[config.mk]
export PLATFORM = sky130hd
export DESIGN_NAME = binary_to_bcd_digit_display_driver_flat
export DESIGN_NICKNAME = d
export VERILOG_FILES = /design/src/design/bbd_pkg.sv /design/src/design/bbd_ifs.sv /design/src/design/bbd_front.sv /design/src/design/bbd_queue.sv /design/src/design/bbd_back.sv /design/src/design/binary_to_bcd_digit_display_driver.sv /design/src/flat_wrapper.sv
export SDC_FILE = /design/constraint.sdc
export NUM_CORES = 1
export LEC_CHECK = 0
export BUFFER_PORTS_ARGS = -buffer_cell sky130_fd_sc_hd__buf_2
export CAP_MARGIN = 20
export CORE_MARGIN = 4
export CORE_UTILIZATION = 53
export DETAILED_ROUTE_END_ITERATION = 7
export PLACE_DENSITY_LB_ADDON = 0.25
export SLEW_MARGIN = 15
export SYNTH_ARGS = -nofsm -noshare
export SYNTH_HDL_FRONTEND = slang
export SYNTH_SLANG_ARGS = --single-unit
[constraint.sdc]
create_clock -name clk -period 5.1 [get_ports clk]
set_clock_uncertainty 0.2 [all_clocks]
set_input_delay 0.765 -clock clk [delete_from_list [all_inputs] [get_ports clk]]
set_output_delay 0.765 -clock clk [all_outputs]
set_load 0.05 [all_outputs]
[src/design/bbd_pkg.sv]
`default_nettype none
package bbd_pkg;

  localparam int MAX_DIGITS = 10;
  localparam int VALUE_W    = 32;
  localparam int DIGIT_W    = 4;
  localparam int CNT_W      = 4;
  localparam int BCD_DIGITS = 10;
  localparam int BCD_W      = BCD_DIGITS * DIGIT_W;
  localparam int SHIFT_W    = BCD_W + VALUE_W;
  localparam int BITS_PER_CYCLE = 4;
  localparam int CONV_CYCLES    = VALUE_W / BITS_PER_CYCLE;
  localparam int STEP_W         = $clog2(CONV_CYCLES);
  localparam int Q_DEPTH        = 2;
  localparam int Q_PTR_W        = $clog2(Q_DEPTH);
  localparam int Q_CNT_W        = $clog2(Q_DEPTH + 1);

  localparam logic [CNT_W-1:0] DIGIT_COUNT_RESET = CNT_W'(3);
  localparam logic [CNT_W-1:0] MAX_COUNT         = CNT_W'(MAX_DIGITS);
  localparam logic [STEP_W-1:0] LAST_STEP        = STEP_W'(CONV_CYCLES - 1);

  typedef struct packed {
    logic [BCD_W-1:0] bcd;
    logic [CNT_W-1:0] n;
  } bbd_entry_t;

  function automatic logic [CNT_W-1:0] eff_count(input logic [CNT_W-1:0] dc);
    logic [CNT_W-1:0] n;
    n = dc;
    if (n == '0) n = CNT_W'(1);
    if (n > MAX_COUNT) n = MAX_COUNT;
    return n;
  endfunction

  function automatic logic [SHIFT_W-1:0] dd_step(input logic [SHIFT_W-1:0] s);
    logic [SHIFT_W-1:0] t;
    t = s;
    for (int j = 0; j < BCD_DIGITS; j++) begin
      if (t[VALUE_W + j*DIGIT_W +: DIGIT_W] >= DIGIT_W'(5)) begin
        t[VALUE_W + j*DIGIT_W +: DIGIT_W] = t[VALUE_W + j*DIGIT_W +: DIGIT_W] + DIGIT_W'(3);
      end
    end
    return {t[SHIFT_W-2:0], 1'b0};
  endfunction

endpackage
`default_nettype wire

[src/design/bbd_ifs.sv]
`default_nettype none
interface bbd_in_if;
  import bbd_pkg::*;
  logic               valid;
  logic               ready;
  logic [VALUE_W-1:0] value;
  modport source (output valid, output value, input ready);
  modport sink   (input valid, input value, output ready);
endinterface

interface bbd_out_if;
  import bbd_pkg::*;
  logic               valid;
  logic               ready;
  logic [DIGIT_W-1:0] bcd_digit;
  logic [CNT_W-1:0]   latch_index;
  logic               last_digit;
  modport source (output valid, output bcd_digit, output latch_index, output last_digit,
                  input ready);
  modport sink   (input valid, input bcd_digit, input latch_index, input last_digit,
                  output ready);
endinterface

interface bbd_cfg_if;
  import bbd_pkg::*;
  logic             valid;
  logic             ready;
  logic [CNT_W-1:0] data;
  modport source (output valid, output data, input ready);
  modport sink   (input valid, input data, output ready);
endinterface
`default_nettype wire

[src/design/bbd_front.sv]
`default_nettype none
module bbd_front (
  input  wire              clk,
  input  wire              rst_n,
  bbd_in_if.sink           in_chan,
  bbd_cfg_if.sink          cfg_chan,
  output logic             push_valid,
  input  wire              push_ready,
  output bbd_pkg::bbd_entry_t push_entry
);
  import bbd_pkg::*;

  typedef enum logic [2:0] {
    CV_IDLE = 3'b001,
    CV_RUN  = 3'b010,
    CV_DONE = 3'b100
  } cv_state_t;

  cv_state_t          cv_r, cv_nxt;
  logic [CNT_W-1:0]   digit_count_r;
  logic               hold_v_r, hold_v_nxt;
  logic [VALUE_W-1:0] hold_val_r;
  logic [CNT_W-1:0]   hold_n_r;
  logic [STEP_W-1:0]  step_r, step_nxt;
  logic [SHIFT_W-1:0] sh_r, sh_step;
  logic [CNT_W-1:0]   n_r;
  logic               in_hs, take;

  assign cfg_chan.ready = 1'b1;
  assign in_chan.ready  = !hold_v_r;
  assign in_hs          = in_chan.valid && !hold_v_r;
  assign take           = hold_v_r && (cv_r == CV_IDLE || (cv_r == CV_DONE && push_ready));

  assign push_valid     = (cv_r == CV_DONE);
  assign push_entry.bcd = sh_r[SHIFT_W-1 -: BCD_W];
  assign push_entry.n   = n_r;

  always_comb begin
    sh_step = sh_r;
    for (int i = 0; i < BITS_PER_CYCLE; i++) begin
      sh_step = dd_step(sh_step);
    end
  end

  always_comb begin
    hold_v_nxt = hold_v_r;
    if (in_hs) begin
      hold_v_nxt = 1'b1;
    end else if (take) begin
      hold_v_nxt = 1'b0;
    end
  end

  always_comb begin
    cv_nxt   = cv_r;
    step_nxt = step_r;
    unique case (cv_r)
      CV_IDLE: begin
        if (take) begin
          cv_nxt   = CV_RUN;
          step_nxt = '0;
        end
      end
      CV_RUN: begin
        step_nxt = step_r + STEP_W'(1);
        if (step_r == LAST_STEP) cv_nxt = CV_DONE;
      end
      CV_DONE: begin
        if (take) begin
          cv_nxt   = CV_RUN;
          step_nxt = '0;
        end else if (push_ready) begin
          cv_nxt = CV_IDLE;
        end
      end
      default: cv_nxt = CV_IDLE;
    endcase
  end

  always_ff @(posedge clk) begin
    if (!rst_n) begin
      cv_r          <= CV_IDLE;
      hold_v_r      <= 1'b0;
      step_r        <= '0;
      digit_count_r <= DIGIT_COUNT_RESET;
    end else begin
      cv_r     <= cv_nxt;
      hold_v_r <= hold_v_nxt;
      step_r   <= step_nxt;
      if (cfg_chan.valid) digit_count_r <= cfg_chan.data;
    end
  end

  always_ff @(posedge clk) begin
    if (in_hs) begin
      hold_val_r <= in_chan.value;
      hold_n_r   <= eff_count(digit_count_r);
    end
    if (take) begin
      sh_r <= {{BCD_W{1'b0}}, hold_val_r};
      n_r  <= hold_n_r;
    end else if (cv_r == CV_RUN) begin
      sh_r <= sh_step;
    end
  end

endmodule
`default_nettype wire

[src/design/bbd_queue.sv]
`default_nettype none
module bbd_queue (
  input  wire                 clk,
  input  wire                 rst_n,
  input  wire                 push_valid,
  output logic                push_ready,
  input  bbd_pkg::bbd_entry_t push_entry,
  output logic                pop_valid,
  input  wire                 pop_ready,
  output bbd_pkg::bbd_entry_t pop_entry
);
  import bbd_pkg::*;

  bbd_entry_t         mem_r [Q_DEPTH];
  logic [Q_PTR_W-1:0] wr_ptr_r, rd_ptr_r;
  logic [Q_CNT_W-1:0] cnt_r, cnt_nxt;
  logic               do_push, do_pop;

  assign push_ready = (cnt_r != Q_CNT_W'(Q_DEPTH));
  assign pop_valid  = (cnt_r != '0);
  assign pop_entry  = mem_r[rd_ptr_r];
  assign do_push    = push_valid && push_ready;
  assign do_pop     = pop_valid && pop_ready;

  always_comb begin
    cnt_nxt = cnt_r;
    if (do_push && !do_pop) cnt_nxt = cnt_r + Q_CNT_W'(1);
    if (do_pop && !do_push) cnt_nxt = cnt_r - Q_CNT_W'(1);
  end

  always_ff @(posedge clk) begin
    if (!rst_n) begin
      wr_ptr_r <= '0;
      rd_ptr_r <= '0;
      cnt_r    <= '0;
    end else begin
      cnt_r <= cnt_nxt;
      if (do_push) wr_ptr_r <= wr_ptr_r + Q_PTR_W'(1);
      if (do_pop)  rd_ptr_r <= rd_ptr_r + Q_PTR_W'(1);
    end
  end

  always_ff @(posedge clk) begin
    if (do_push) mem_r[wr_ptr_r] <= push_entry;
  end

endmodule
`default_nettype wire

[src/design/bbd_back.sv]
`default_nettype none
module bbd_back (
  input  wire                 clk,
  input  wire                 rst_n,
  input  wire                 pop_valid,
  output logic                pop_ready,
  input  bbd_pkg::bbd_entry_t pop_entry,
  bbd_out_if.source           out_chan
);
  import bbd_pkg::*;

  logic             active_r;
  logic [BCD_W-1:0] bcd_r;
  logic [CNT_W-1:0] n_r, k_r, pos;
  logic             out_hs, last;

  assign last      = (k_r == n_r - CNT_W'(1));
  assign out_hs    = active_r && out_chan.ready;
  assign pop_ready = !active_r || (out_hs && last);
  assign pos       = n_r - CNT_W'(1) - k_r;

  assign out_chan.valid       = active_r;
  assign out_chan.bcd_digit   = bcd_r[{pos, 2'b00} +: DIGIT_W];
  assign out_chan.latch_index = k_r;
  assign out_chan.last_digit  = last;

  always_ff @(posedge clk) begin
    if (!rst_n) begin
      active_r <= 1'b0;
    end else if (pop_ready) begin
      active_r <= pop_valid;
    end
  end

  always_ff @(posedge clk) begin
    if (pop_ready && pop_valid) begin
      bcd_r <= pop_entry.bcd;
      n_r   <= pop_entry.n;
      k_r   <= '0;
    end else if (out_hs && !last) begin
      k_r <= k_r + CNT_W'(1);
    end
  end

endmodule
`default_nettype wire

[src/design/binary_to_bcd_digit_display_driver.sv]
// Channel    | Direction | Payload                              | Request moved
// in_chan    | sink      | value[31:0]                          | one value
// out_chan   | source    | bcd_digit, latch_index, last_digit   | one digit
// cfg_chan   | sink      | data[3:0] (digit_count)              | one register write
//
// A value is held, then converted four bits per cycle by the double-dabble
// shifter; a new value can be held while one converts. Digits leave the output
// sequencer one per cycle unless stalled, digit_count (1..10) per value.
// A two-entry queue parts converter and sequencer, so either side may stall.
// Synchronous active-low reset; digit_count resets to 3.
`default_nettype none
module binary_to_bcd_digit_display_driver (
  input  wire        clk,
  input  wire        rst_n,
  bbd_in_if.sink     in_chan,
  bbd_out_if.source  out_chan,
  bbd_cfg_if.sink    cfg_chan
);
  import bbd_pkg::*;

  logic       push_valid, push_ready, pop_valid, pop_ready;
  bbd_entry_t push_entry, pop_entry;

  bbd_front u_front (
    .clk        (clk),
    .rst_n      (rst_n),
    .in_chan    (in_chan),
    .cfg_chan   (cfg_chan),
    .push_valid (push_valid),
    .push_ready (push_ready),
    .push_entry (push_entry)
  );

  bbd_queue u_queue (
    .clk        (clk),
    .rst_n      (rst_n),
    .push_valid (push_valid),
    .push_ready (push_ready),
    .push_entry (push_entry),
    .pop_valid  (pop_valid),
    .pop_ready  (pop_ready),
    .pop_entry  (pop_entry)
  );

  bbd_back u_back (
    .clk       (clk),
    .rst_n     (rst_n),
    .pop_valid (pop_valid),
    .pop_ready (pop_ready),
    .pop_entry (pop_entry),
    .out_chan  (out_chan)
  );

endmodule
`default_nettype wire

[src/flat_wrapper.sv]
// flat-port wrapper written by rule: the top's interface ports become plain ports
module binary_to_bcd_digit_display_driver_flat import bbd_pkg::*;
  (clk, rst_n, in_chan_valid, in_chan_value, in_chan_ready, out_chan_valid, out_chan_bcd_digit, out_chan_latch_index, out_chan_last_digit, out_chan_ready, cfg_chan_valid, cfg_chan_data, cfg_chan_ready);
  bbd_in_if in_chan_i ();
  bbd_out_if out_chan_i ();
  bbd_cfg_if cfg_chan_i ();
  input  wire clk;
  input  wire rst_n;
  input wire logic [$bits(in_chan_i.valid)-1:0] in_chan_valid;
  input wire logic [$bits(in_chan_i.value)-1:0] in_chan_value;
  output wire logic [$bits(in_chan_i.ready)-1:0] in_chan_ready;
  output wire logic [$bits(out_chan_i.valid)-1:0] out_chan_valid;
  output wire logic [$bits(out_chan_i.bcd_digit)-1:0] out_chan_bcd_digit;
  output wire logic [$bits(out_chan_i.latch_index)-1:0] out_chan_latch_index;
  output wire logic [$bits(out_chan_i.last_digit)-1:0] out_chan_last_digit;
  input wire logic [$bits(out_chan_i.ready)-1:0] out_chan_ready;
  input wire logic [$bits(cfg_chan_i.valid)-1:0] cfg_chan_valid;
  input wire logic [$bits(cfg_chan_i.data)-1:0] cfg_chan_data;
  output wire logic [$bits(cfg_chan_i.ready)-1:0] cfg_chan_ready;
  assign in_chan_i.valid = in_chan_valid;
  assign in_chan_i.value = in_chan_value;
  assign in_chan_ready = in_chan_i.ready;
  assign out_chan_valid = out_chan_i.valid;
  assign out_chan_bcd_digit = out_chan_i.bcd_digit;
  assign out_chan_latch_index = out_chan_i.latch_index;
  assign out_chan_last_digit = out_chan_i.last_digit;
  assign out_chan_i.ready = out_chan_ready;
  assign cfg_chan_i.valid = cfg_chan_valid;
  assign cfg_chan_i.data = cfg_chan_data;
  assign cfg_chan_ready = cfg_chan_i.ready;
  binary_to_bcd_digit_display_driver u_core (.clk(clk), .rst_n(rst_n), .in_chan(in_chan_i), .out_chan(out_chan_i), .cfg_chan(cfg_chan_i));
endmodule
Word-level counts from Yosys, hierarchy flattened --
Memories as Yosys holds them, arrays and structs flattened. A register that Yosys moved wholly into a read port is not among the register bits. Index checks and enable logic that the tools add are counted.
Storage, ports and cells: input port bits 41, output and inout port bits 12, memories kept 1, bits in writable memories 88, bits in registers 132, word-level logic and storage cells 197
Memories:
- u_core.u_queue.mem_r | depth 2, bits a word 44, rd ports 1, clocked after Yosys merged registers in 1, write ports 1, RTL line bbd_queue.sv:14 | bbd_entry_t mem_r [Q_DEPTH];
Cells by class: reductions and logical operators 25, shift-type cells 1, equal/unequal tests 10, order comparisons 41, muxes and demuxes 57, add/subtract/negate cells 48
Operators with widths (count):
- greater-or-equal comparator 4 x 3 -> 1 bit (second input constant) | 40
- two-way mux 4 bit | 38
- adder 4 x 2 -> 4 bit (second input constant) | 36
- two-way mux 32 bit | 2
- indexed part select 40 x 7 -> 4 bit | 1
- two-way mux 3 bit | 9
- adder 3 x 2 -> 3 bit (second input constant) | 4
- nonzero test 2 bit | 5
- logical AND 1 bit | 9
- one-hot mux 3 bit (3 select lines) | 1
- == test 3 bit (second input constant) | 2
- inequality test 2 bit (second input constant) | 3
- one-hot mux 3 bit (2 select lines) | 1
- zero test 1 bit | 5
- adder 4 x 1 -> 4 bit (second input constant) | 1
- == test 4 bit | 1
- > comparator 4 bit (second input constant) | 1
- zero test 4 bit | 1
- two-way mux 1 bit | 4
- two-way mux 2 bit | 2
- subtractor 4 x 1 -> 4 bit (second input constant) | 1
- subtractor 4 bit | 1
- adder 3 x 1 -> 3 bit (second input constant) | 1
- == test 3 x 1 -> 1 bit (second input constant) | 1
- other kinds (10) | 12

Longest topological paths before layout --
Gate-level depths: netlist (run 1).
word-level depth 9, gate-level depth with buffers 19, depth with buffers taken out 19

Modules after synthesis --
A second synthesis (run 1) with hierarchy kept.
Unflattened totals: cell total of the unflattened synthesis 1404, area, all modules 15026.9 um2
Modules (own cells, without submodules):
- bbd_front | sequential area each 3183.1 um2, cells an instance 1121, area an instance 9532.9 um2, times used 1
- bbd_queue | sequential area each 2742.6 um2, cells an instance 161, area an instance 3398.3 um2, times used 1
- bbd_back | sequential area each 1421.4 um2, cells an instance 122, area an instance 2095.8 um2, times used 1

Worst setup path after synthesis (run 1) --
No wires, ideal clock.
path type register -> register, start register u_core.u_back.k_r[1] (netlist: u_core.u_back.out_chan.latch_index[1]), end register u_core.u_queue.cnt_r[1], data arrival time 5.042 ns, required time 4.824 ns, clock period less this slack 5.318 ns, stages on the path, launching flop included 9, library setup time 0.076 ns, setup slack -0.218 ns, cells stage by stage dfxtp_1 > inv_1 > ha_1 > and4_1 > a21boi_0 > nor2_1 > ha_1 > or3_1 > a21boi_0
Between the ends: cells in the longest elaborated chain, start to end 7, elaborated cells between the ends (all ways) 9, classes of those cells 1 x eq/ne; 1 x mux; 7 x reduce/logical
Ends and longest elaborated chain:
- from (decl) | RTL line bbd_back.sv:14 | logic [CNT_W-1:0] n_r, k_r, pos;
- from (signal assigned) | RTL line bbd_back.sv:41 | k_r <= k_r + CNT_W'(1);
- == test 4 bit * | RTL line bbd_back.sv:17 | assign last = (k_r == n_r - CNT_W'(1));
- named net out_chan_last_digit | RTL line flat_wrapper.sv:15 | output wire logic [$bits(out_chan_i.last_digit)-1:0] out_chan_last_digit;
- logical AND 1 bit * | RTL line bbd_back.sv:19 | assign pop_ready = !active_r || (out_hs && last);
- logical OR 1 bit * | RTL line bbd_back.sv:19
- logical AND 1 bit * | RTL line bbd_queue.sv:23 | assign do_pop = pop_valid && pop_ready;
- named net u_core.u_queue.do_pop | RTL line bbd_queue.sv:17 | logic do_push, do_pop;
- zero test 1 bit | RTL line bbd_queue.sv:27 | if (do_push && !do_pop) cnt_nxt = cnt_r + Q_CNT_W'(1);
- logical AND 1 bit | RTL line bbd_queue.sv:27
- nonzero test 2 bit (no line)
- to (signal assigned) | RTL line bbd_queue.sv:37 | cnt_r <= cnt_nxt;
- to (decl) | RTL line bbd_queue.sv:16 | logic [Q_CNT_W-1:0] cnt_r, cnt_nxt;
The timed path passes the listed nets; every way through them passes the cells marked *. A chain may end at the register's enable or synchronous reset.

Worst setup path after layout (run 1) --
start register u_core.u_back.n_r[0], read port of u_core.u_queue.mem_r, end output port out_chan_bcd_digit[3]
Between the ends: cells in the longest elaborated chain, start to end 3
Ends and longest elaborated chain:
- from (decl) | RTL line bbd_back.sv:14
- subtractor 4 x 1 -> 4 bit | RTL line bbd_back.sv:20 | assign pos = n_r - CNT_W'(1) - k_r;
- subtractor 4 bit | RTL line bbd_back.sv:20
- indexed part select 40 x 7 -> 4 bit | RTL line bbd_back.sv:23 | assign out_chan.bcd_digit = bcd_r[{pos, 2'b00} +: DIGIT_W];
- to (decl) | RTL line flat_wrapper.sv:13 | output wire logic [$bits(out_chan_i.bcd_digit)-1:0] out_chan_bcd_digit;
Every way passes these cells.

==> flow_metrics.env, run 1 <==
export IMPL_hold_path_class="in -> reg"
export IMPL_dpl_hpwl_mm=20.6
export IMPL_timing_final_crit_share_pct=84.6
export IMPL_synth_avg_cell_area_um2=10.4
export IMPL_post_synthesis_cells=1396
export IMPL_place_port_buffers=51
export IMPL_critical_path_arrival_ns=3.35
export IMPL_dominantRegCellSynth="sky130_fd_sc_hd__edfxtp_1"
export IMPL_gp_routability_congestion=0.879
export IMPL_max_slew_margin_rel_pct=32.1
export IMPL_synth_nets=1478
export IMPL_grt_max_degree=56
export IMPL_cts_root_buf="sky130_fd_sc_hd__clkbuf_16"
export IMPL_synth_ff_latch_count=264
export IMPL_grt_pass1_vias=10100
export IMPL_coreArea_um2=27000
export IMPL_max_cap_violations=0
export IMPL_grt_overflow_total=0
export IMPL_highest_net_fanout_along_the_worst_path=9
export IMPL_synth_yosys_seq_area_share_pct=50.3
export IMPL_dr_total_vias=10600
export IMPL_power_static_leakage_nw=5.91
export IMPL_mostFrequentLayoutCell="sky130_fd_sc_hd__edfxtp_1"
export IMPL_start_util_pct=53.9
export IMPL_fin_nets=1507
export IMPL_netlist_cell_type_count=103
export IMPL_setup_tns_ns=0
export IMPL_num_io_pins=53
export IMPL_cts_post_setup_buffers_inserted=0
export IMPL_firstDrtPassIters=7
export IMPL_placement_cell_area_um2=15100
export IMPL_rsz0062_at_grt="false"
export IMPL_worst_slew_pin_tran_ns=1.02
export IMPL_cts_hold_buf=0
export IMPL_cts_htree_levels=1
export IMPL_timing_final_setup_violations=0
export IMPL_syn_cell_area_um2=14600
export IMPL_critPathRequiredTime_ns=4.14
export IMPL_worst_skew_pair_late_latency_ns=0.54
export IMPL_layout_area_overhead_vs_synth_pct=10.5
export IMPL_design_area_um2=16100
export IMPL_core_rowCount=60
export IMPL_antenna_left=0
export IMPL_vias_per_cell=5.91
export IMPL_floorplan_die_width_um=174
export IMPL_power_density_nw_per_um2=401
export IMPL_finalWorstPathRequiredPeriod_ns=4.31
export IMPL_cts_repair_resize_count=0
export IMPL_drc_errors=0
export IMPL_ys_async_sr_fraction_pct=0
export IMPL_layout_common_cells="204 x sky130_fd_sc_hd__edfxtp_1, 200 x sky130_fd_sc_hd__nand2_1, 83 x sky130_fd_sc_hd__nor2_1"
export IMPL_synth_edff_count=204
export IMPL_timing_setup_critical_path_class="reg -> out"
export IMPL_first_iter_violations=844
export IMPL_groute_usage_overall_pct=19.6
export IMPL_post_layout_utilization_of_the_core_pct=59.5
export IMPL_grt_pass1_wl_mm=50.0
export IMPL_cts_tree="yes"
export IMPL_clkSlewWorstSetupHoldPaths_ns=0.06
export IMPL_endpoint_kind="output port"
export IMPL_dieHeight_um=174
export IMPL_result_of_the_run="completed"
export IMPL_warning_count_from_the_yosys_run=0
export IMPL_cp_start_kind="flop"
export IMPL_antenna_found_initial=1
export IMPL_timing_fmax_ghz=0.232
export IMPL_drive_above_1_share_pct=16.6
export IMPL_die_area_um2=30200
export IMPL_worst_hold_slack_ns=0.205
export IMPL_ctsLongestPathBuffers=3
export IMPL_vdd_ir_drop_max_mv=0.343
export IMPL_final_hold_viol_count=0
export IMPL_cts_made_buffers=28
export IMPL_cts_sinks=264
export IMPL_finalMaxSlewViolations=0
export IMPL_wire_per_inst_um=16.8
export IMPL_postRouteWirelength_mm=30.1
==> synthesized netlist by cell type, types with 9 or more instances <==
| cell type | count | area [um2] |
|---|---|---|
| sky130_fd_sc_hd__nor3_1 | 28 | 140 |
| sky130_fd_sc_hd__ha_1 | 40 | 500 |
| sky130_fd_sc_hd__inv_1 | 50 | 188 |
| sky130_fd_sc_hd__o22ai_1 | 23 | 144 |
| sky130_fd_sc_hd__a31oi_1 | 17 | 106 |
| sky130_fd_sc_hd__o21a_1 | 14 | 105 |
| sky130_fd_sc_hd__and2_1 | 19 | 119 |
| sky130_fd_sc_hd__nand3_1 | 38 | 190 |
| sky130_fd_sc_hd__mux2i_1 | 29 | 290 |
| sky130_fd_sc_hd__dfxtp_1 | 60 | 1200 |
| sky130_fd_sc_hd__o21ai_1 | 20 | 100 |
| sky130_fd_sc_hd__clkbuf_1 | 43 | 161 |
| sky130_fd_sc_hd__nor2b_1 | 15 | 93.8 |
| sky130_fd_sc_hd__o21ai_0 | 75 | 375 |
| sky130_fd_sc_hd__xnor2_1 | 19 | 166 |
| sky130_fd_sc_hd__edfxtp_1 | 204 | 6130 |
| sky130_fd_sc_hd__a21oi_1 | 77 | 385 |
| sky130_fd_sc_hd__xor2_1 | 11 | 96.3 |
| sky130_fd_sc_hd__buf_2 | 9 | 45.0 |
| sky130_fd_sc_hd__nand2_1 | 200 | 751 |
| sky130_fd_sc_hd__or3_1 | 9 | 56.3 |
| sky130_fd_sc_hd__nand2b_1 | 18 | 113 |
| sky130_fd_sc_hd__a22oi_1 | 10 | 75.1 |
| sky130_fd_sc_hd__a21o_1 | 18 | 135 |
| sky130_fd_sc_hd__o211ai_1 | 19 | 143 |
| sky130_fd_sc_hd__mux2_2 | 61 | 687 |
| sky130_fd_sc_hd__nor2_1 | 86 | 323 |
==> cell families (layout without fill, tap and decap cells) <==
family | count (synthesis) | count (layout) | share of synthesized area (%)
fa+ha+maj | 47 | 47 | 3.99
other cells | 1 | 2 | 0.0257
mux | 102 | 102 | 8.35
compound gates | 373 | 373 | 17.3
buf+inv | 119 | 170 | 3.22
flops | 264 | 264 | 50.3
simple gates | 457 | 457 | 14.6
xor+xnor | 33 | 33 | 2.22
==> final timing paths <==
path	to	start	cells past startpoint	slack [ns]
hold reg to reg	u_core.u_front.n_r[1]	u_core.u_front.hold_n_r[1]	0	0.22
hold / removal	u_core.u_front.hold_val_r[9]	in_chan_value[9]	1	0.20
setup reg to reg	u_core.u_front.sh_r[69]	u_core.u_front.sh_r[64]	16	0.99
setup / recovery	out_chan_bcd_digit[3]	u_core.u_back.n_r[0]	9	0.79
==> critical path: stages, from the launching register on <==
cell and delay (ns):
sky130_fd_sc_hd__edfxtp_1 0.41, sky130_fd_sc_hd__inv_1 0.06, sky130_fd_sc_hd__ha_1 0.27, sky130_fd_sc_hd__inv_1 0.07, sky130_fd_sc_hd__fa_1 0.88, sky130_fd_sc_hd__mux4_2 0.45
sky130_fd_sc_hd__mux2_2 0.28, sky130_fd_sc_hd__nand2_1 0.06, sky130_fd_sc_hd__o21ai_0 0.09, sky130_fd_sc_hd__buf_2 0.24
==> registers in the layout (all words and copies together) (netlist names), 2 cells and up <==
name / flops
u_core.u_front.hold_n_r: 4
u_core.u_front.step_r: 3
u_core.u_queue.cnt_r: 2
u_core.u_back.out_chan.latch_index: 4
u_core.u_front.sh_r: 72
u_core.u_back.n_r: 4
u_core.u_front.n_r: 4
u_core.u_queue.mem_r: 88
u_core.u_front.cv_r: 3
u_core.u_back.bcd_r: 40
u_core.u_front.digit_count_r: 4
u_core.u_front.hold_val_r: 32
==> per-stage QoR <==
| step | total power, W | cells | setup WS [ns] |
|---|---|---|---|
| global route | 0.00684 | 1788 | 0.580 |
| floorplan | 0.00405 | 1396 | 0.631 |
| finish | 0.00646 | 1789 | 0.788 |
| detailed placement | 0.00440 | 1736 | 1.01 |
| CTS | 0.00649 | 1788 | 0.747 |
| global placement | 0.00436 | 1736 | 1.19 |
==> per-layer routing <==
layer | GRT usage, % | wire length [um] | vias to the layer above
li1 | - | - | 5252
met1 | 26.0 | 13300 | 5006
met2 | 34.2 | 14600 | 270
met3 | 2.94 | 1530 | 45
met4 | 4.42 | 666 | 0
met5 | 0 | 0 | -
==> power by group <==
| part | leakage (nW) | internal [W] | switching, W |
|---|---|---|---|
| sequential | 2.38 | 0.00244 | 0.000107 |
| combinational | 3.07 | 0.000726 | 0.00111 |
| clock | 0.471 | 0.00124 | 0.000838 |
| total | 5.91 | 0.00441 | 0.00205 |
==> cell type report <==
cell class / instances / area [um2]
antenna: 1 / 2.50
clock buffer: 38 / 821
clock inverter: 14 / 154
fill: 2231 / 10900
inverter: 56 / 210
multi-input combinational: 1013 / 6810
sequential: 264 / 7330
tap: 341 / 427
timing repair buffer: 62 / 338
No activity file was read; power rests on OpenSTA's default activity.
==> run 2, diff against run 1 <==
--- a/config.mk
+++ b/config.mk
@@ -5,6 +5,7 @@
 export SDC_FILE = /design/constraint.sdc
 export NUM_CORES = 1
 export LEC_CHECK = 0
+export ABC_AREA = 1
 export BUFFER_PORTS_ARGS = -buffer_cell sky130_fd_sc_hd__buf_2
 export CAP_MARGIN = 20
 export CORE_MARGIN = 4
==> constraint.sdc (replaced) <==
create_clock -name clk -period 4.12 [get_ports clk]
set_clock_uncertainty 0.2 [all_clocks]
set_input_delay 0.618 -clock clk [delete_from_list [all_inputs] [get_ports clk]]
set_output_delay 0.618 -clock clk [all_outputs]
set_load 0.05 [all_outputs]
==> run 2 against run 1 <==
  * First-iteration DRC count shrank 13%
  * Combinational power is 66% higher
  * Sequential share of layout area rose by 2.4 points
  * Cell count increased by 11%
  * Worst setup slack worse by 0.53 ns
==> flow_metrics.env, run 2 <==
export IMPL_result_of_the_run="completed"
export IMPL_end_point_of_the_critical_path="out_chan_bcd_digit[0]"
export IMPL_multi_input_comb_area_um2=5530
export IMPL_antenna_left=0
export IMPL_grt_util_met1_pct=25.5
export IMPL_max_slew_margin_rel_pct=31.7
export IMPL_design_area_um2=15300
export IMPL_timing_final_crit_share_pct=93.7
export IMPL_num_io_pins=53
export IMPL_launching_instance_or_port_of_the_critical_path="u_core.u_back.n_r[0]"
export IMPL_critPathRequiredTime_ns=3.30
export IMPL_cp_start_kind="flop"
export IMPL_fin_nets=1724
export IMPL_synth_nets=1662
export IMPL_power_density_nw_per_um2=566
export IMPL_critical_path_arrival_ns=3.04
export IMPL_worst_r2r_cell_count=28
export IMPL_worst_slew_pin_tran_ns=1.02
export IMPL_core_rowCount=58
export IMPL_grt_max_degree=49
export IMPL_layout_area_overhead_vs_synth_pct=10.9
export IMPL_cts_post_setup_buffers_inserted=0
export IMPL_grtUsageMet3_pct=2.61
export IMPL_hold_path_class="in -> reg"
export IMPL_cts_htree_levels=1
export IMPL_globalRouteMet2Util_pct=33.9
export IMPL_post_layout_utilization_of_the_core_pct=60.1
export IMPL_largest_register_ff_count=88
export IMPL_layout_common_cells="534 x sky130_fd_sc_hd__nand2_1, 204 x sky130_fd_sc_hd__edfxtp_1, 200 x sky130_fd_sc_hd__inv_1"
export IMPL_cts_sinks=264
export IMPL_delay_of_the_slowest_cell_on_the_worst_path_ns=0.38
export IMPL_groute_usage_overall_pct=19.3
export IMPL_grt_overflow_total=0
export IMPL_finalMaxSlewViolations=0
export IMPL_timing_fmax_ghz=0.259
export IMPL_timing_critical_path_slowest_stage_cell="sky130_fd_sc_hd__edfxtp_1"
export IMPL_synth_edff_count=204
export IMPL_finalWorstPathRequiredPeriod_ns=3.86
export IMPL_mostFrequentLayoutCell="sky130_fd_sc_hd__nand2_1"
export IMPL_drc_errors=0
export IMPL_grt_busiest_layer="met2"
export IMPL_die_area_um2=28600
export IMPL_nFillCells=2150
export IMPL_vdd_ir_drop_max_mv=1.23
export IMPL_layout_area_seq_um2=7330
export IMPL_grt_pass1_wl_mm=45.5
export IMPL_highest_net_fanout_along_the_worst_path=5
export IMPL_register_to_register_setup_slack_ns=0.52
export IMPL_timing_setup_critical_path_class="reg -> out"
export IMPL_antenna_cells=0
export IMPL_final_hold_viol_count=0
export IMPL_pre_cts_slack_ns=0.568
export IMPL_start_util_pct=54.2
export IMPL_dr_total_vias=10200
export IMPL_floorplan_die_width_um=169
export IMPL_clkSlewWorstSetupHoldPaths_ns=0.06
export IMPL_synth_ff_latch_count=264
export IMPL_final_setup_worst_slack_ns=0.259
export IMPL_netlist_area_leader_share_pct=44.5
export IMPL_yosys_top_cells_count="534 x sky130_fd_sc_hd__nand2_1, 204 x sky130_fd_sc_hd__edfxtp_1, 200 x sky130_fd_sc_hd__inv_1"
export IMPL_place_port_buffers=51
export IMPL_endpoint_kind="output port"
export IMPL_synth_most_common_cell="sky130_fd_sc_hd__nand2_1"
export IMPL_cts_root_buf="sky130_fd_sc_hd__clkbuf_16"
export IMPL_dieHeight_um=169
export IMPL_top_regs="u_core.u_queue.mem_r: 88 flops, u_core.u_front.sh_r: 72 flops, u_core.u_back.bcd_r: 40 flops"
export IMPL_grt_pass1_vias=9438
export IMPL_post_synthesis_cells=1580
export IMPL_ys_async_sr_fraction_pct=0
export IMPL_synthDominantAreaCellType="sky130_fd_sc_hd__edfxtp_1"
export IMPL_stdcell_count=1991
export IMPL_placedCellCount=1943
export IMPL_synth_area_top_cells="sky130_fd_sc_hd__edfxtp_1 44%, sky130_fd_sc_hd__nand2_1 15%, sky130_fd_sc_hd__dfxtp_1 8.7%"
export IMPL_wire_per_inst_um=14.0
export IMPL_synth_avg_cell_area_um2=8.71
export IMPL_power_static_leakage_nw=7.22
export IMPL_top_register="u_core.u_queue.mem_r"
export IMPL_vias_per_cell=5.13
export IMPL_placement_cell_area_um2=14400
export IMPL_cp_cell_sequence="inv_1 -> ha_1 -> xor2_1 -> ha_1 -> nand2_1 -> nor2_1 -> a211oi_1 -> xor2_1 -> or3_1 -> o21ai_0 -> clkbuf_4"
export IMPL_max_cap_violations=0
export IMPL_coreArea_um2=25400
export IMPL_antenna_found_initial=0
export IMPL_ctsLongestPathBuffers=3
export IMPL_postRouteWirelength_mm=28.0
export IMPL_drive_above_1_share_pct=14.9
export IMPL_crit_reg2reg_capture="u_core.u_front.sh_r[70]"
export IMPL_first_iter_violations=731
export IMPL_worst_skew_pair_late_latency_ns=0.52
export IMPL_worstReg2RegStart="u_core.u_front.sh_r[64]"
export IMPL_setup_tns_ns=0
export IMPL_cts_repair_resize_count=0
export IMPL_warning_count_from_the_yosys_run=0
export IMPL_dpl_hpwl_mm=19.8
export IMPL_firstDrtPassIters=5
export IMPL_cts_hold_buf=0
export IMPL_dominantRegCellSynth="sky130_fd_sc_hd__edfxtp_1"
export IMPL_gp_routability_congestion=0.865
export IMPL_cts_tree="yes"
export IMPL_netlist_cell_type_count=48
export IMPL_cts_made_buffers=27
export IMPL_timing_final_setup_violations=0
export IMPL_syn_cell_area_um2=13800
export IMPL_synth_yosys_seq_area_share_pct=53.2
[run 2: logic make-up after synthesis]
group                      count (synthesis)  share of synthesized area [%]
other                                      1                         0.0272
muxes                                      8                          0.618
adders and majority gates                 41                           3.78
AOI/OAI and AO/OA                        149                           6.62
xor gates and xnor gates                  10                          0.636
buffers and inverters                    252                           6.95
and+or+nand+nor                          855                           28.2
DFF                                      264                           53.2
[run 2: metal layers]
metal  part of all wire [%]  wire length, um
met5                      0                0
met1                     45            12500
met3                    4.9             1360
met4                    2.4              664
met2                     48            13400
[run 2: layout make-up]
class,instances,area share [%]
Inverter,221,5.43
Clock inverter,14,0.770
Multi-Input combinational cell,1064,36.2
Sequential cell,264,48.0
Timing Repair Buffer,64,2.33
Tap cell,330,2.70
Clock buffer,34,4.60
[run 2: worst min-delay path by stage]
stage	start	to	slack [ns]	cells after the start
2_1_floorplan	u_core.u_front.hold_n_r[0]	u_core.u_front.n_r[0]	0.20	0
3_3_place_gp	u_core.u_front.hold_n_r[3]	u_core.u_front.n_r[3]	0.20	0
3_5_place_dp	u_core.u_front.hold_n_r[3]	u_core.u_front.n_r[3]	0.22	0
6_report	in_chan_value[11]	u_core.u_front.hold_val_r[11]	0.06	1
4_1_cts	in_chan_value[1]	u_core.u_front.hold_val_r[1]	0.04	1
5_1_grt	in_chan_value[20]	u_core.u_front.hold_val_r[20]	0.04	1
[run 2: per-stage QoR]
stage          hold slack, ns  total power (W)
2_1_floorplan           0.200          0.00574
3_3_place_gp            0.204          0.00628
3_5_place_dp            0.217          0.00638
4_1_cts                0.0409          0.00869
5_1_grt                0.0410          0.00925
6_report               0.0648          0.00864
[run 2: critical path: cells and delay by family (launching register included)]
kind | cells | cell delay, ns
buf+inv | 2 | 0.32
fa+ha+maj | 2 | 0.53
flops | 1 | 0.38
xor+xnor | 2 | 0.33
compound gates | 2 | 0.41
simple gates | 3 | 0.57
[run 2: report_power, final]
part / internal, W / switching (W) / total [W]
clock network: 0.00132 / 0.000975 / 0.00230
registers: 0.00316 / 0.000152 / 0.00331
logic: 0.000973 / 0.00206 / 0.00303
==> run 3, diff against run 2 <==
--- a/config.mk
+++ b/config.mk
@@ -6,13 +6,14 @@
 export NUM_CORES = 1
 export LEC_CHECK = 0
 export ABC_AREA = 1
-export BUFFER_PORTS_ARGS = -buffer_cell sky130_fd_sc_hd__buf_2
+export BUFFER_PORTS_ARGS = -buffer_cell sky130_fd_sc_hd__buf_4
 export CAP_MARGIN = 20
 export CORE_MARGIN = 4
 export CORE_UTILIZATION = 53
 export DETAILED_ROUTE_END_ITERATION = 7
-export PLACE_DENSITY_LB_ADDON = 0.25
+export PLACE_DENSITY = 0.76
 export SLEW_MARGIN = 15
 export SYNTH_ARGS = -nofsm -noshare
 export SYNTH_HDL_FRONTEND = slang
+export SYNTH_HIERARCHICAL = 1
 export SYNTH_SLANG_ARGS = --single-unit
==> run 3 against run 2 <==
  * Power grew 36%
  * Wire length shrank 6.7%
  * Sequential cell count grew 1
  * Cell count shrank 2.2%
  * First-iteration DRC count shrank 17%
  * Core utilization shrank 0.80 points
  * Worst hold slack gained 0.0037 ns
  * Count of clock-buffer cells in the layout shrank 1
  * Design area grew 2.4%
  * Global-route usage shrank 1.7 points
  * Via count shrank 1.4%
==> flow_metrics.env, run 3 <==
export IMPL_timing_final_crit_share_pct=90.4
export IMPL_critical_path_arrival_ns=3.94
export IMPL_coreArea_um2=26400
export IMPL_synth_compound_area_share_pct=6.14
export IMPL_cts_tree="yes"
export IMPL_ys_async_sr_fraction_pct=0
export IMPL_dr_total_vias=10100
export IMPL_cts_made_buffers=27
export IMPL_antenna_cells=0
export IMPL_mostFrequentLayoutCell="sky130_fd_sc_hd__nand2_1"
export IMPL_first_iter_violations=609
export IMPL_synth_adder_area_share_pct=3.63
export IMPL_ctsLongestPathBuffers=3
export IMPL_layout_area_overhead_vs_synth_pct=9.15
export IMPL_gp_routability_congestion=0.829
export IMPL_hold_path_class="in -> reg"
export IMPL_timing_final_setup_violations=0
export IMPL_synth_avg_cell_area_um2=9.13
export IMPL_groute_usage_overall_pct=17.6
export IMPL_die_area_um2=29700
export IMPL_warning_count_from_the_yosys_run=6
export IMPL_wire_per_inst_um=13.4
export IMPL_rsz0062_at_grt="false"
export IMPL_design_area_um2=15600
export IMPL_finalWorstPathRequiredPeriod_ns=3.72
export IMPL_dieHeight_um=172
export IMPL_antenna_left=0
export IMPL_cts_htree_levels=1
export IMPL_dpl_hpwl_mm=18.5
export IMPL_netlist_cell_type_count=50
export IMPL_max_slew_margin_rel_pct=34.0
export IMPL_multi_input_comb_area_um2=5710
export IMPL_power_density_nw_per_um2=752
export IMPL_place_port_buffers=51
export IMPL_layout_common_cells="452 x sky130_fd_sc_hd__nand2_1, 204 x sky130_fd_sc_hd__edfxtp_1, 193 x sky130_fd_sc_hd__inv_1"
export IMPL_drc_errors=0
export IMPL_start_util_pct=54.4
export IMPL_synth_edff_count=204
export IMPL_result_of_the_run="completed"
export IMPL_fin_nets=1675
export IMPL_synthDominantAreaCellType="sky130_fd_sc_hd__edfxtp_1"
export IMPL_max_cap_violations=0
export IMPL_power_static_leakage_nw=7.22
export IMPL_setup_tns_ns=0
export IMPL_firstDrtPassIters=5
export IMPL_postRouteWirelength_mm=26.1
export IMPL_top_register="u_core/u_queue/mem_r"
export IMPL_grt_overflow_total=0
export IMPL_highest_net_fanout_along_the_worst_path=5
export IMPL_synth_xor_area_share_pct=0.542
export IMPL_vdd_ir_drop_max_mv=0.365
export IMPL_synth_most_common_cell="sky130_fd_sc_hd__nand2_1"
export IMPL_synth_ff_latch_count=265
export IMPL_cts_post_setup_buffers_inserted=0
export IMPL_nFillCells=2139
export IMPL_critPathRequiredTime_ns=4.33
export IMPL_synth_simple_gate_area_share_pct=24.7
export IMPL_dominantRegCellSynth="sky130_fd_sc_hd__edfxtp_1"
export IMPL_netlist_area_leader_share_pct=42.8
export IMPL_yosys_top_cells_count="452 x sky130_fd_sc_hd__nand2_1, 204 x sky130_fd_sc_hd__edfxtp_1, 194 x sky130_fd_sc_hd__inv_1"
export IMPL_post_layout_utilization_of_the_core_pct=59.3
export IMPL_synth_top_family_by_area="simple AND/OR/NAND/NOR gates"
export IMPL_p_total_w=0.0118
export IMPL_core_rowCount=59
export IMPL_top_regs="u_core/u_queue/mem_r: 88 flops, u_core/u_front/sh_r: 72 flops, u_core/u_back/bcd_r: 40 flops"
export IMPL_final_hold_viol_count=0
export IMPL_worst_skew_pair_late_latency_ns=0.52
export IMPL_finalMaxSlewViolations=0
export IMPL_timing_setup_critical_path_class="reg -> reg"
export IMPL_mux_cell_area_share_after_synthesis_pct=4.59
export IMPL_endpoint_kind="flop"
export IMPL_layout_area_seq_um2=7350
export IMPL_post_synthesis_cells=1569
export IMPL_synth_area_top_cells="sky130_fd_sc_hd__edfxtp_1 43%, sky130_fd_sc_hd__nand2_1 12%, sky130_fd_sc_hd__dfxtp_1 8.5%"
export IMPL_num_io_pins=53
export IMPL_floorplan_die_width_um=172
export IMPL_grt_pass1_wl_mm=43.5
export IMPL_cts_root_buf="sky130_fd_sc_hd__clkbuf_16"
export IMPL_vias_per_cell=5.17
export IMPL_clkSlewWorstSetupHoldPaths_ns=0.06
export IMPL_syn_cell_area_um2=14300
export IMPL_antenna_found_initial=0
export IMPL_timing_fmax_ghz=0.269
export IMPL_synth_yosys_seq_area_share_pct=51.3
export IMPL_synth_nets=1651
export IMPL_worst_hold_slack_ns=0.0685
export IMPL_grt_pass1_vias=9593
export IMPL_worst_slew_pin_tran_ns=0.987
export IMPL_largest_register_ff_count=88
export IMPL_cts_sinks=265
export IMPL_drive_above_1_share_pct=17.3
export IMPL_cp_start_kind="flop"
export IMPL_placement_cell_area_um2=14700
export IMPL_grt_max_degree=47
run 3: cell count changes in the layout (fill, tap and decap cells not counted), moves of 5 or more:
cell,previous run,this run
sky130_fd_sc_hd__nand3_1,119,129
sky130_fd_sc_hd__buf_2,50,0
sky130_fd_sc_hd__o21ai_0,41,47
sky130_fd_sc_hd__mux2_4,0,40
sky130_fd_sc_hd__a21oi_1,22,30
sky130_fd_sc_hd__nand3_4,7,2
sky130_fd_sc_hd__nor2_1,69,74
sky130_fd_sc_hd__buf_4,13,63
sky130_fd_sc_hd__inv_1,200,193
sky130_fd_sc_hd__o32ai_1,8,0
sky130_fd_sc_hd__nand2_1,534,452
run 3: routing by layer:
metal	vias up	part of all wire, %	GRT usage (%)
met5	-	0	0
met4	0	3.0	5.23
met3	59	4.6	2.49
met2	219	49	31.7
met1	4598	43	22.0
li1	5187	-	-
run 3: area by class of cell:
type | count | area share (%)
clock inverters | 16 | 1.16
multi-input cells | 1027 | 36.5
inverters | 209 | 5.02
flip-flops and latches | 265 | 47.0
well taps | 335 | 2.68
repair buffers | 63 | 3.03
clock buffers | 33 | 4.59
run 3: through the flow:
stage	std cells	setup WS, ns
after floorplan	1569	0.655
after global placement	1899	0.638
after detailed placement	1899	0.393
after CTS	1948	0.193
after global routing	1948	0.00760
final	1948	0.398
run 3: cells by family after synthesis:
group,count (synthesis)
simple gates,781
buf+inv,277
flops,265
compound gates,151
mux,45
fa+ha+maj,41
xor+xnor,8
other cells,1
run 3: power breakdown:
group / leakage [nW] / internal (W) / switching, W / total, W
combinational: 4.40 / 0.00196 / 0.00387 / 0.00583
clock: 0.434 / 0.00148 / 0.000967 / 0.00245
sequential: 2.39 / 0.00324 / 0.000236 / 0.00347
total: 7.22 / 0.00668 / 0.00507 / 0.0118
run 3: worst max-delay path: stages (launching register included):
cell                       delay, ns
sky130_fd_sc_hd__dfxtp_1        0.40
sky130_fd_sc_hd__inv_1          0.12
sky130_fd_sc_hd__ha_1           0.23
sky130_fd_sc_hd__inv_1          0.07
sky130_fd_sc_hd__nand2_2        0.08
sky130_fd_sc_hd__nand3_2        0.12
sky130_fd_sc_hd__nand3_2        0.13
sky130_fd_sc_hd__inv_1          0.10
sky130_fd_sc_hd__ha_1           0.13
sky130_fd_sc_hd__nand3b_1       0.09
sky130_fd_sc_hd__nand2_1        0.07
sky130_fd_sc_hd__nand2_1        0.10
sky130_fd_sc_hd__nand2_1        0.08
sky130_fd_sc_hd__and2_1         0.17
sky130_fd_sc_hd__ha_1           0.19
sky130_fd_sc_hd__inv_1          0.05
sky130_fd_sc_hd__nand4_1        0.08
sky130_fd_sc_hd__nand2_1        0.11
sky130_fd_sc_hd__nand2_1        0.07
sky130_fd_sc_hd__nand2_1        0.06
sky130_fd_sc_hd__nand2_1        0.09
sky130_fd_sc_hd__ha_1           0.20
sky130_fd_sc_hd__or2_2          0.29
sky130_fd_sc_hd__nand3_1        0.14
sky130_fd_sc_hd__nand3_1        0.08
sky130_fd_sc_hd__nand3_1        0.09
sky130_fd_sc_hd__nand2_1        0.05
run 3: worst paths after layout:
check | from | end | slack [ns] | depth (start not counted)
hold reg to reg | u_core/u_front/hold_n_r[2] | u_core/u_front/n_r[2] | 0.22 | 0
setup / recovery | u_core/u_front/sh_r[64] | u_core/u_front/sh_r[69] | 0.40 | 26
hold / removal | in_chan_value[26] | u_core/u_front/hold_val_r[26] | 0.07 | 1
setup reg to reg | u_core/u_front/sh_r[64] | u_core/u_front/sh_r[69] | 0.40 | 26
run 3: repair_timing:
action                                 CTS  global route
endpoints found under the hold margin    0             0
setup endpoints to repair                0             3
gates resized for setup                  0             2
hold buffers                             0             0
